===== config.mk =====
export PLATFORM = sky130hd
export DESIGN_NAME = multi_timer_manager_unit_flat
export DESIGN_NICKNAME = d
export VERILOG_FILES = /design/src/hdl/mtm_pkg.sv /design/src/hdl/mtm_req_if.sv /design/src/hdl/mtm_cell.sv /design/src/hdl/mtm_id_pool.sv /design/src/hdl/multi_timer_manager_unit.sv /design/src/flat_wrapper.sv
export SDC_FILE = /design/constraint.sdc
export NUM_CORES = 2
export LEC_CHECK = 0
export BUFFER_PORTS_ARGS = -buffer_cell sky130_fd_sc_hd__buf_2
export CORE_MARGIN = 5
export CORE_UTILIZATION = 50
export DETAILED_ROUTE_END_ITERATION = 7
export GPL_ROUTABILITY_DRIVEN = 0
export PLACE_DENSITY = 0.78
export REMOVE_ABC_BUFFERS = 1
export SYNTH_ARGS = -nofsm -noshare
export SYNTH_HDL_FRONTEND = slang
export SYNTH_SLANG_ARGS = --single-unit

===== constraint.sdc =====
create_clock -name clock -period 471.5 [get_ports clock]
set_input_delay 94.3 -clock clock [delete_from_list [all_inputs] [get_ports clock]]
set_output_delay 94.3 -clock clock [all_outputs]
set_load 0.02 [all_outputs]

===== src/hdl/mtm_pkg.sv =====
// Package for the multi timer manager: request and result codes, widths.
// Used by the interfaces, the timer cell and the top level.
package mtm_pkg;
   localparam logic [1:0] REQ_START = 2'd0;
   localparam logic [1:0] REQ_STOP  = 2'd1;
   localparam logic [1:0] REQ_RESET = 2'd2;
   localparam logic [1:0] REQ_TICK  = 2'd3;

   localparam logic [2:0] KIND_START  = 3'd0;
   localparam logic [2:0] KIND_STOP   = 3'd1;
   localparam logic [2:0] KIND_RESET  = 3'd2;
   localparam logic [2:0] KIND_EXPIRY = 3'd3;
   localparam logic [2:0] KIND_TICK   = 3'd4;

   localparam logic [1:0] ST_OK      = 2'd0;
   localparam logic [1:0] ST_BAD_ID  = 2'd1;
   localparam logic [1:0] ST_NO_FREE = 2'd2;
   localparam logic [1:0] ST_NEG_DUR = 2'd3;

   localparam logic [1:0] CSR_TICK_MS     = 2'd0;
   localparam logic [1:0] CSR_EARLY_MS    = 2'd1;
   localparam logic [1:0] CSR_REPEAT_CODE = 2'd2;

   typedef struct packed {
      logic [1:0]         req_type;
      logic [5:0]         timer_id;
      logic signed [31:0] duration_ms;
      logic signed [31:0] user_arg1;
      logic signed [31:0] user_arg2;
      logic signed [31:0] user_arg3;
   } req_type_type;

   typedef struct packed {
      logic [2:0]         result_kind;
      logic [1:0]         status;
      logic [5:0]         out_id;
      logic signed [31:0] out_arg1;
      logic signed [31:0] out_arg2;
      logic signed [31:0] out_arg3;
      logic               last;
   } rsp_type;

   // One timer entry as it circulates along the chain.
   typedef struct packed {
      logic        active;
      logic [5:0]  id;
      logic [31:0] start_time;
      logic [31:0] duration;
      logic [31:0] arg1;
      logic [31:0] arg2;
      logic [31:0] arg3;
   } entry_type;
endpackage


===== src/hdl/mtm_req_if.sv =====
// Valid/ready channel interfaces for requests and results.
// Depends on mtm_pkg.
interface mtm_req_if;
   logic                 valid;
   logic                 ready;
   mtm_pkg::req_type_type payload;
   modport source (output valid, output payload, input ready);
   modport sink   (input valid, input payload, output ready);
endinterface

interface mtm_rsp_if;
   logic            valid;
   logic            ready;
   mtm_pkg::rsp_type payload;
   modport source (output valid, output payload, input ready);
   modport sink   (input valid, input payload, output ready);
endinterface


===== src/hdl/mtm_cell.sv =====
// One timer entry register of the rotating chain; passes its entry to the next cell.
// Depends on mtm_pkg.
module mtm_cell (
   input  logic                clock,
   input  logic                reset,
   input  logic                shift,
   input  logic [5:0]          reset_id,
   input  mtm_pkg::entry_type  entry_in,
   output mtm_pkg::entry_type  entry_out
);
   mtm_pkg::entry_type entry_ff;

   always_ff @(posedge clock) begin
      if (reset) begin
         entry_ff.active <= 1'b0;
         entry_ff.id     <= reset_id;
      end else if (shift) begin
         entry_ff.active <= entry_in.active;
         entry_ff.id     <= entry_in.id;
      end
      if (shift) begin
         entry_ff.start_time <= entry_in.start_time;
         entry_ff.duration   <= entry_in.duration;
         entry_ff.arg1       <= entry_in.arg1;
         entry_ff.arg2       <= entry_in.arg2;
         entry_ff.arg3       <= entry_in.arg3;
      end
   end

   assign entry_out = entry_ff;
endmodule


===== src/hdl/mtm_id_pool.sv =====
// FIFO of free timer IDs, reset to 1..depth in order.
// Depends on nothing but its parameter.
module mtm_id_pool #(
   parameter int NUM_TIMERS = 32
) (
   input  logic       clock,
   input  logic       reset,
   input  logic       pop,
   input  logic       push,
   input  logic [5:0] push_id,
   output logic [5:0] head_id,
   output logic       empty
);
   localparam int PW = (NUM_TIMERS > 1) ? $clog2(NUM_TIMERS) : 1;
   localparam int CW = $clog2(NUM_TIMERS + 1);

   logic [5:0]    ids_ff [NUM_TIMERS];
   logic [PW-1:0] pop_ff, push_ff;
   logic [CW-1:0] count_ff;

   function automatic logic [PW-1:0] inc(input logic [PW-1:0] p);
      return (p == PW'(NUM_TIMERS - 1)) ? '0 : p + PW'(1);
   endfunction

   always_ff @(posedge clock) begin
      if (reset) begin
         pop_ff   <= '0;
         push_ff  <= '0;
         count_ff <= CW'(NUM_TIMERS);
         for (int i = 0; i < NUM_TIMERS; i++) ids_ff[i] <= 6'(i + 1);
      end else begin
         if (pop) pop_ff <= inc(pop_ff);
         if (push) begin
            ids_ff[push_ff] <= push_id;
            push_ff         <= inc(push_ff);
         end
         if (pop && !push) count_ff <= count_ff - CW'(1);
         else if (push && !pop && count_ff != CW'(NUM_TIMERS))
            count_ff <= count_ff + CW'(1);
      end
   end

   assign head_id = ids_ff[pop_ff];
   assign empty   = (count_ff == '0);
endmodule


===== src/hdl/multi_timer_manager_unit.sv =====
// Multi timer manager: timers in a rotating chain of cells, free IDs in a FIFO.
// A tick, or a start, stop or reset that passes its checks, turns the chain once: it shifts
// until every entry has passed the head, then a closing state gives the final result, and the
// next item is taken when the result output is free. A tick holds its shift while a waiting
// expiry cannot be given out; rejected requests answer from the idle state without a pass.
// Synchronous active-high reset clears all timers, refills the ID pool and restores the registers.
module multi_timer_manager_unit #(
   parameter int NUM_TIMERS = 32
) (
   input  logic        clock,
   input  logic        reset,
   mtm_req_if.sink     req,
   mtm_rsp_if.source   rsp,
   input  logic        csr_we,
   input  logic [1:0]  csr_index,
   input  logic [31:0] csr_wdata
);
   localparam int CW = $clog2(NUM_TIMERS + 1);
   localparam logic [1:0] S_IDLE = 2'd0;
   localparam logic [1:0] S_SCAN = 2'd1;
   localparam logic [1:0] S_DONE = 2'd2;

   logic [9:0]  tick_ms_ff, early_ms_ff;
   logic [31:0] repeat_code_ff, now_ms_ff;
   logic [1:0]  state_ff, state_in;
   logic [CW-1:0] cnt_ff, cnt_in;
   mtm_pkg::req_type_type cur_ff;
   logic [5:0]  start_id_ff;
   logic        rsp_valid_ff, rsp_valid_in;
   mtm_pkg::rsp_type rsp_ff, rsp_in, rsp_acc;
   logic        rsp_load;
   logic        accept, quick, stop_miss;
   logic [1:0]  quick_st;

   mtm_pkg::entry_type chain [NUM_TIMERS+1];
   mtm_pkg::entry_type head, head_new;
   logic shift;
   logic pool_pop, pool_push, pool_empty;
   logic [5:0] pool_head;

   assign head = chain[NUM_TIMERS];
   assign chain[0] = head_new;

   for (genvar g = 0; g < NUM_TIMERS; g++) begin : g_cell
      mtm_cell u_cell (
         .clock(clock), .reset(reset), .shift(shift),
         .reset_id(6'(NUM_TIMERS - g)),
         .entry_in(chain[g]), .entry_out(chain[g+1]));
   end

   mtm_id_pool #(.NUM_TIMERS(NUM_TIMERS)) u_pool (
      .clock(clock), .reset(reset), .pop(pool_pop), .push(pool_push),
      .push_id(head.id), .head_id(pool_head), .empty(pool_empty));

   logic [32:0] elapsed;
   logic        expired, id_ok, dur_neg, hit, out_free;
   always_comb begin
      elapsed  = {1'b0, now_ms_ff - head.start_time} + 33'(early_ms_ff);
      expired  = head.active && (elapsed > {1'b0, head.duration});
      id_ok    = cur_ff.timer_id >= 6'd1 && cur_ff.timer_id <= 6'(NUM_TIMERS);
      dur_neg  = cur_ff.duration_ms[31];
      hit      = head.id == ((cur_ff.req_type == mtm_pkg::REQ_START) ?
                             start_id_ff : cur_ff.timer_id);
      out_free = !rsp_valid_ff || rsp.ready;
   end

   always_comb begin
      quick    = 1'b0;
      quick_st = mtm_pkg::ST_OK;
      rsp_acc  = '0;
      rsp_acc.last = 1'b1;
      case (req.payload.req_type)
         mtm_pkg::REQ_START: begin
            if (req.payload.duration_ms[31]) begin
               quick = 1'b1; quick_st = mtm_pkg::ST_NEG_DUR;
            end else if (pool_empty) begin
               quick = 1'b1; quick_st = mtm_pkg::ST_NO_FREE;
            end
            rsp_acc.result_kind = mtm_pkg::KIND_START;
            rsp_acc.out_id      = quick ? 6'd0 : pool_head;
         end
         mtm_pkg::REQ_STOP: begin
            if (req.payload.timer_id < 6'd1 || req.payload.timer_id > 6'(NUM_TIMERS)) begin
               quick = 1'b1; quick_st = mtm_pkg::ST_BAD_ID;
            end
            rsp_acc.result_kind = mtm_pkg::KIND_STOP;
            rsp_acc.out_id      = req.payload.timer_id;
         end
         mtm_pkg::REQ_RESET: begin
            if (req.payload.timer_id < 6'd1 || req.payload.timer_id > 6'(NUM_TIMERS)) begin
               quick = 1'b1; quick_st = mtm_pkg::ST_BAD_ID;
            end else if (req.payload.duration_ms[31]) begin
               quick = 1'b1; quick_st = mtm_pkg::ST_NEG_DUR;
            end
            rsp_acc.result_kind = mtm_pkg::KIND_RESET;
            rsp_acc.out_id      = req.payload.timer_id;
         end
         default: ;
      endcase
      rsp_acc.status = quick_st;
   end

   assign req.ready = (state_ff == S_IDLE) && out_free;
   assign accept    = req.valid && req.ready;

   always_comb begin
      state_in  = state_ff;
      cnt_in    = cnt_ff;
      shift     = 1'b0;
      head_new  = head;
      pool_push = 1'b0;
      rsp_load  = 1'b0;
      rsp_in    = '0;
      rsp_in.last = 1'b1;
      case (state_ff)
         S_IDLE: begin
            if (accept) begin
               cnt_in = '0;
               if (req.payload.req_type == mtm_pkg::REQ_TICK || !quick) state_in = S_SCAN;
            end
         end
         S_SCAN: begin
            if (cur_ff.req_type == mtm_pkg::REQ_TICK) begin
               if (!expired || out_free) begin
                  shift  = 1'b1;
                  cnt_in = cnt_ff + CW'(1);
                  if (expired) begin
                     rsp_load = 1'b1;
                     rsp_in.result_kind = mtm_pkg::KIND_EXPIRY;
                     rsp_in.out_id = head.id;
                     rsp_in.out_arg1 = head.arg1;
                     rsp_in.out_arg2 = head.arg2;
                     rsp_in.out_arg3 = head.arg3;
                     rsp_in.last = 1'b0;
                     if (head.arg3 == repeat_code_ff) begin
                        if (!head.arg2[31]) begin
                           head_new.start_time = now_ms_ff;
                           head_new.duration   = head.arg2;
                        end
                     end else begin
                        head_new.active = 1'b0;
                        pool_push = 1'b1;
                     end
                  end
               end
            end else begin
               shift  = 1'b1;
               cnt_in = cnt_ff + CW'(1);
               if (hit) begin
                  case (cur_ff.req_type)
                     mtm_pkg::REQ_START: begin
                        head_new.active = 1'b1;
                        head_new.start_time = now_ms_ff;
                        head_new.duration = cur_ff.duration_ms;
                        head_new.arg1 = cur_ff.user_arg1;
                        head_new.arg2 = cur_ff.user_arg2;
                        head_new.arg3 = cur_ff.user_arg3;
                     end
                     mtm_pkg::REQ_STOP: begin
                        if (head.active) begin
                           head_new.active = 1'b0;
                           pool_push = 1'b1;
                        end
                     end
                     mtm_pkg::REQ_RESET: begin
                        if (head.active && id_ok && !dur_neg) begin
                           head_new.start_time = now_ms_ff;
                           head_new.duration = cur_ff.duration_ms;
                        end
                     end
                     default: ;
                  endcase
               end
            end
            if (cnt_in == CW'(NUM_TIMERS)) state_in = S_DONE;
         end
         S_DONE: begin
            if (out_free) begin
               rsp_load = 1'b1;
               state_in = S_IDLE;
               if (cur_ff.req_type == mtm_pkg::REQ_TICK) rsp_in.result_kind = mtm_pkg::KIND_TICK;
               else rsp_in = rsp_ff;
            end
         end
         default: state_in = S_IDLE;
      endcase
   end

   // A stop of an entry that turns out to be inactive is rejected when the entry passes.
   assign stop_miss = (state_ff == S_SCAN) && (cur_ff.req_type == mtm_pkg::REQ_STOP) &&
                      hit && !head.active;
   assign rsp_valid_in = rsp_load || (accept && quick) || (rsp_valid_ff && !rsp.ready);

   always_ff @(posedge clock) begin
      if (reset) begin
         tick_ms_ff     <= 10'd100;
         early_ms_ff    <= 10'd10;
         repeat_code_ff <= 32'd1;
         now_ms_ff      <= '0;
         state_ff       <= S_IDLE;
         cnt_ff         <= '0;
         rsp_valid_ff   <= 1'b0;
      end else begin
         if (csr_we) begin
            case (csr_index)
               mtm_pkg::CSR_TICK_MS:     tick_ms_ff     <= csr_wdata[9:0];
               mtm_pkg::CSR_EARLY_MS:    early_ms_ff    <= csr_wdata[9:0];
               mtm_pkg::CSR_REPEAT_CODE: repeat_code_ff <= csr_wdata;
               default: ;
            endcase
         end
         state_ff     <= state_in;
         cnt_ff       <= cnt_in;
         rsp_valid_ff <= rsp_valid_in;
         if (accept && req.payload.req_type == mtm_pkg::REQ_TICK)
            now_ms_ff <= now_ms_ff + 32'(tick_ms_ff);
      end
   end

   always_ff @(posedge clock) begin
      if (accept) begin
         cur_ff      <= req.payload;
         start_id_ff <= pool_head;
         rsp_ff      <= rsp_acc;
      end else if (rsp_load) begin
         rsp_ff <= rsp_in;
      end else if (stop_miss) begin
         rsp_ff.status <= mtm_pkg::ST_BAD_ID;
      end
   end

   assign rsp.valid   = rsp_valid_ff;
   assign rsp.payload = rsp_ff;

   assign pool_pop = accept && req.payload.req_type == mtm_pkg::REQ_START && !quick;

   assert property (@(posedge clock) disable iff (reset)
      (state_ff != S_IDLE) |-> !req.ready)
      else $error("request taken during a pass");
   assert property (@(posedge clock) disable iff (reset)
      rsp_load |=> rsp_valid_ff)
      else $error("result lost");
   assert property (@(posedge clock) disable iff (reset)
      !(pool_pop && pool_empty))
      else $error("pop from empty ID pool");
   assert property (@(posedge clock) disable iff (reset)
      (rsp.valid && !rsp.ready) |=> (rsp.valid && $stable(rsp.payload)))
      else $error("waiting result changed");
endmodule

===== src/flat_wrapper.sv =====
// flat-port wrapper written by rule: the top's interface ports become plain ports
module multi_timer_manager_unit_flat 
#(
   parameter int NUM_TIMERS = 32
)
  (clock, reset, csr_we, csr_index, csr_wdata, req_valid, req_payload, req_ready, rsp_valid, rsp_payload, rsp_ready);
  mtm_req_if req_i ();
  mtm_rsp_if rsp_i ();
  input  logic clock;
  input  logic reset;
  input  logic csr_we;
  input  logic [1:0] csr_index;
  input  logic [31:0] csr_wdata;
  input wire logic [$bits(req_i.valid)-1:0] req_valid;
  input wire logic [$bits(req_i.payload)-1:0] req_payload;
  output wire logic [$bits(req_i.ready)-1:0] req_ready;
  output wire logic [$bits(rsp_i.valid)-1:0] rsp_valid;
  output wire logic [$bits(rsp_i.payload)-1:0] rsp_payload;
  input wire logic [$bits(rsp_i.ready)-1:0] rsp_ready;
  assign req_i.valid = req_valid;
  assign req_i.payload = req_payload;
  assign req_ready = req_i.ready;
  assign rsp_valid = rsp_i.valid;
  assign rsp_payload = rsp_i.payload;
  assign rsp_i.ready = rsp_ready;
  multi_timer_manager_unit #(.NUM_TIMERS(NUM_TIMERS)) u_core (.clock(clock), .reset(reset), .req(req_i), .rsp(rsp_i), .csr_we(csr_we), .csr_index(csr_index), .csr_wdata(csr_wdata));
endmodule

# After elaboration in Yosys (flattened, before gate mapping)
# Memory sizes are Yosys's and may differ from the RTL's. A register that Yosys moved wholly into a read port is not among the register bits.
# Index checks and enable logic that the tools add are counted.
[word_totals]
register_bits = 5703
mem_bits_rw = 192
output_inout_bits = 110
memories = 1
[mem_list]
columns = ["memory", "words", "width", "rd", "rd_ports_with_merged_regs", "write_ports", "line_no", "text"]
rows = [
  ["u_core.u_pool.ids_ff", 32, 6, 1, 1, 32, "mtm_id_pool.sv:17", "logic [5:0] ids_ff [NUM_TIMERS];"],
]
[classes]
addsub = 8
n_lt_le_gt_ge = 5
n_eq_ne = 23
mux = 92
reduce_logical = 50
[ops]
columns = ["op", "n"]
rows = [
  ["103-bit two-way mux", 4],
  ["64-bit two-way mux", 6],
  ["160-bit two-way mux", 2],
  ["108-bit two-way mux", 2],
  ["103-bit one-hot mux with 2 select lines", 1],
  ["96-bit two-way mux", 2],
  ["64-bit one-hot mux with 2 select lines", 1],
  ["105-bit two-way mux", 1],
  ["6-bit two-way mux", 9],
  ["1-bit two-way mux", 34],
  ["32-bit by 10-bit adder with 33-bit output", 1],
  ["33-bit by 32-bit greater-than comparator with 1-bit output", 1],
  ["32-bit by 10-bit adder with 32-bit output", 1],
  ["32-bit equality test", 1],
  ["32-bit subtractor", 1],
  ["5-bit two-way mux", 5],
  ["2-bit two-way mux", 12],
  ["6-bit one-hot mux with 2 select lines", 2],
  ["1-bit logical AND", 17],
  ["2-bit AND reduction", 7],
  ["6-bit by 1-bit adder with 6-bit output (second input constant)", 2],
  ["2-bit equality test (second input constant)", 6],
  ["3-bit two-way mux", 4],
  ["2-bit one-hot mux with 3 select lines", 2],
  ["other kinds (29)", 54],
]

# Logic depth before layout (Yosys ltp)
[depth]
ltp_word = 14
mapped_depth = 40
depth_no_buf = 40

# Cells and area by module
# From an unflattened synthesis, not the netlist that was laid out.
[unflattened]
cells_unflattened = 8230
hier_area_um2 = 193077.7
[modules_own_cells]
columns = ["mod", "instances", "cells_per_inst", "area_each_um2", "seq_area_each_um2"]
rows = [
  ["mtm_cell", 32, 177, 5126.2, 5004.8],
  ["multi_timer_manager_unit", 1, 1877, 19072.0, 8398.1],
  ["mtm_id_pool", 1, 689, 9968.3, 6185.9],
]

# Worst setup path before layout
# No wires, ideal clock.
[synth_path]
path_kind = "input to register"
start = "input port rsp_ready"
end = "register u_core.g_cell[0].u_cell.entry_ff (netlist bit u_core.g_cell[0].u_cell.entry_out[0]) (enable)"
setup_time_ps = 7486
t_arrival_ps = 232634
slack_ps = 231380
stages = 7
path_buffers = 2
cell_sequence = "nor2b_1 and3_1 nand2_1 nand2_1 inv_2 clkbuf_1 clkbuf_1"
[synth_via]
elab_chain_len = 5
[synth_lines]
columns = ["element", "line_no", "text"]
rows = [
  ["start, declared", "flat_wrapper.sv:19", "input wire logic [$bits(rsp_i.ready)-1:0] rsp_ready;"],
  ["1-bit logical OR", "multi_timer_manager_unit.sv:64", "out_free = !rsp_valid_ff || rsp.ready;"],
  ["1-bit logical OR", "multi_timer_manager_unit.sv:124", "if (!expired || out_free) begin"],
  ["1-bit two-way mux", "multi_timer_manager_unit.sv:124", ""],
  ["1-bit two-way mux", "multi_timer_manager_unit.sv:123", "if (cur_ff.req_type == mtm_pkg::REQ_TICK) begin"],
  ["1-bit two-way mux", "multi_timer_manager_unit.sv:115", "case (state_ff)"],
  ["named net u_core.g_cell[0].u_cell.shift", "mtm_cell.sv:6", "input logic shift,"],
  ["end, declared", "mtm_cell.sv:11", "mtm_pkg::entry_type entry_ff;"],
]
# The timed path passes the listed nets, and every way through them passes these cells.
# A chain may end at the register's enable or synchronous reset.

# Worst setup path after layout
[layout_path]
start = "input port rsp_ready"
end = "output port req_ready"
[layout_via]
elab_chain_len = 2
[layout_lines]
columns = ["element", "line_no", "text"]
rows = [
  ["1-bit logical OR", "multi_timer_manager_unit.sv:64", ""],
  ["1-bit logical AND", "multi_timer_manager_unit.sv:103", "assign req.ready = (state_ff == S_IDLE) && out_free;"],
  ["end, declared", "flat_wrapper.sv:16", "output wire logic [$bits(req_i.ready)-1:0] req_ready;"],
]
# Every way passes these cells.

==> qor.csv <==
metric,value,unit
cts_tree,done,
ir_drop,0.003941,mV
p_leak,70.58,nW
layout_min_cycle_time,189390,ps
clock_skew,93.52,ps
nFillCells,25780,
fin_nets,9683,
cp-end-kind,output pin,
fmax,5.280,MHz
relSlewSlack,0.1038,
regArea,0.1728,mm2
syn_area,0.1900,mm2
grt_pass1_wl,501300,um
synthTopCellsByCount,"edfxtp_1 (5465), nand2_1 (778), dfxtp_1 (435), a21oi_1 (293), nor2_1 (239)",
die_x,626.4,um
first_iter_violations,10010,
grt.total_usage,0.1671,
die_y,626.4,um
cts_max_level,6,
r2r_cells,38,
rows,226,
multiInputGateArea,0.01592,mm2
switchingPower,0.2345,mW
async_flop_share,0,
crit_required,377200,ps
synth_edf_count,5465,
cts_root_buffer,clkbuf_16,
syn_area_per_cell,21.79,um2
wire_per_inst,22.72,um
postCtsHoldBufs,0,
worstReg2RegStart,u_core.g_cell[31].u_cell.entry_out[130]$_DFFE_PP_,
io_pins,285,
cp.arrival,95090,ps
yosysTopAreaCell,edfxtp_1,
ys_seq_area_frac,0.9096,
cts_setup_buffers,0,
yosys_warnings,0,
drive_above_1_share,0.1377,
startpoint,rsp_ready,
num_vias,80530,
hold_viol,0,
synthFlopType,edfxtp_1,
p_int,0.8674,mW
p_clk_frac,0.390,
violations,design-rule violations,
cts_buffer_depth,4,
grt_max_degree,247,
synth_area_leaders,"edfxtp_1 (86%), dfxtp_1 (4.6%), nand2_1 (1.5%), a21oi_1 (0.77%), mux2_2 (0.76%)",
rsz0062_at_grt,no,
cts_sinks,5900,
antenna_found_initial,35,
coreArea,0.3786,mm2
dr.pass1.iters,8,
drt-total-wl,337900,um
dieArea,0.3924,mm2
critical_path_class,in -> out,
use_met1,0.2288,
io_buffers,284,
clkTransAtPathRegs,60,ps
ys_ff_latch,5900,
pwr-share-seq,0.578,
vias_per_cell,5.416,
period_share,0.4017,
outcome,"complete, but fails checks",
start_util,0.5018,
worstSetupStartpointType,input pin,
synth_top_area_frac,0.8638,
use_met3,0.03171,
yosysMostFrequentCell,edfxtp_1,
final_util,0.5678,
comb_power_share,0.033,
r2r_end,u_core.g_cell[28].u_cell.entry_out[25]$_DFFE_PP_,
area_growth_syn_to_layout,13.16,%
crit_end,req_ready,
switching_share,0.2128,
power_density,5.126,mW/mm2
slew_violations,0,
cts_inserted_buffers,540,
tightest_slew,1330,ps
critPathMaxFanout,6,
top_usage_layer,met2,
route.detailed.drc,68,
cts_resized,0,
clk_latency,1040,ps
fin_setup_tns,0,ps
grt_pass1_vias,80820,
maxCapViolCount,0,
setup_viol,0,
syn_inst,8720,
synth.distinct_cells,90,
hpwl,173100,um
regToRegSetupSlack,455300,ps
met2_usage,0.2597,
grt-ovfl-total,0,
antenna_left,0,
hold_class,reg -> reg,
-- how the worst min path moves through the flow --
stage,start,end,cells after the start
floorplan,u_core.g_cell[9].u_cell.entry_out[0]$_DFFE_PP_,u_core.g_cell[10].u_cell.entry_out[0]$_DFFE_PP_,0
global placement,u_core.g_cell[18].u_cell.entry_out[152]$_DFFE_PP_,u_core.g_cell[19].u_cell.entry_out[152]$_DFFE_PP_,0
detailed placement,u_core.g_cell[9].u_cell.entry_out[104]$_DFFE_PP_,u_core.g_cell[10].u_cell.entry_out[104]$_DFFE_PP_,0
CTS,u_core.g_cell[19].u_cell.entry_out[58]$_DFFE_PP_,u_core.g_cell[20].u_cell.entry_out[58]$_DFFE_PP_,0
global route,u_core.g_cell[19].u_cell.entry_out[58]$_DFFE_PP_,u_core.g_cell[20].u_cell.entry_out[58]$_DFFE_PP_,0
finish,u_core.g_cell[19].u_cell.entry_out[58]$_DFFE_PP_,u_core.g_cell[20].u_cell.entry_out[58]$_DFFE_PP_,0
-- layout by cell type (no fill, tap or decap), types with 104 or more instances in the layout --
cell       netlist  final
edfxtp_1      5465   5465
nand2_1        778    776
clkbuf_16        0    553
dfxtp_1        435    434
a21oi_1        293    293
buf_2           42    284
nor2_1         239    237
mux2_2         129    129
clkbuf_1       161    115
nand3_1        113    113
o21ai_0        113    111
inv_1          107    106
ha_1           105    105
a22o_1         104    104
-- per-stage QoR --
stage	hold slack (ps)	area, um2	std cells	worst slack [ps]	total power, mW
after floorplan	400.3	189100	8497	282500	0.7148
after global placement	400.1	197600	13870	282100	0.6772
after detailed placement	404.5	197600	13870	282140	0.6813
after CTS	354.4	214900	14840	282140	1.113
after global routing	367.4	214900	14860	282040	1.142
final	346.6	215000	14870	282110	1.102
-- state kept, by name, summed over array words and instances (netlist names), named ones only --
signal,flops
u_core.rsp.valid,1
u_core.state_ff,2
u_core.start_id_ff,6
u_core.tick_ms_ff,10
u_core.now_ms_ff,32
u_core.cur_ff,136
u_core.g_cell.u_cell.entry_out,5344
u_core.u_pool.push_ff,5
u_core.cnt_ff,6
u_core.u_pool.pop_ff,5
u_core.repeat_code_ff,32
u_core.u_pool.ids_ff,192
u_core.early_ms_ff,10
u_core.rsp.payload,108
u_core.u_pool.count_ff,6
-- routing by layer --
metal / routed length, um / vias up
met4: 19140 / 8
met5: 77 / -
met2: 156700 / 3744
met3: 24640 / 992
met1: 137300 / 40670
li1: - / 35120
-- worst max-delay path, stage by stage --
cell and delay, ps:
buf_2 110, nor2b_1 340, nor2_1 150, buf_2 190
-- power groups by stage --
stage | combinational [mW] | clock (mW) | sequential [mW]
2_1_floorplan | 0.0253 | 0 | 0.689
3_3_place_gp | 0.0336 | 0 | 0.644
3_5_place_dp | 0.0356 | 0 | 0.646
4_1_cts | 0.0358 | 0.440 | 0.637
5_1_grt | 0.0389 | 0.464 | 0.639
6_report | 0.0358 | 0.429 | 0.637
-- cells by family (layout without fill, tap and decap cells) --
family                     Yosys count  after routing  synth area share
AOI/OAI and AO/OA                  718            718           0.02441
xor gates and xnor gates           116            116          0.005348
other                                0             23                 0
buffers and inverters              332           1442          0.006935
adders and majority gates          109            109          0.007337
muxes                              210            210           0.01587
and+or+nand+nor                   1335           1335           0.03048
DFF                               5900           5900            0.9096
-- area by class of cell --
| class | count | area share |
|---|---|---|
| inverter | 109 | 0.001973 |
| sequential | 5900 | 0.8039 |
| antenna | 23 | 0.0002677 |
| tap | 5016 | 0.02919 |
| timing repair buffer | 360 | 0.01002 |
| clock buffer | 693 | 0.06798 |
| clock inverter | 280 | 0.01264 |
| multi-input combinational | 2488 | 0.07406 |
No activity file was read; power rests on OpenSTA's default activity.
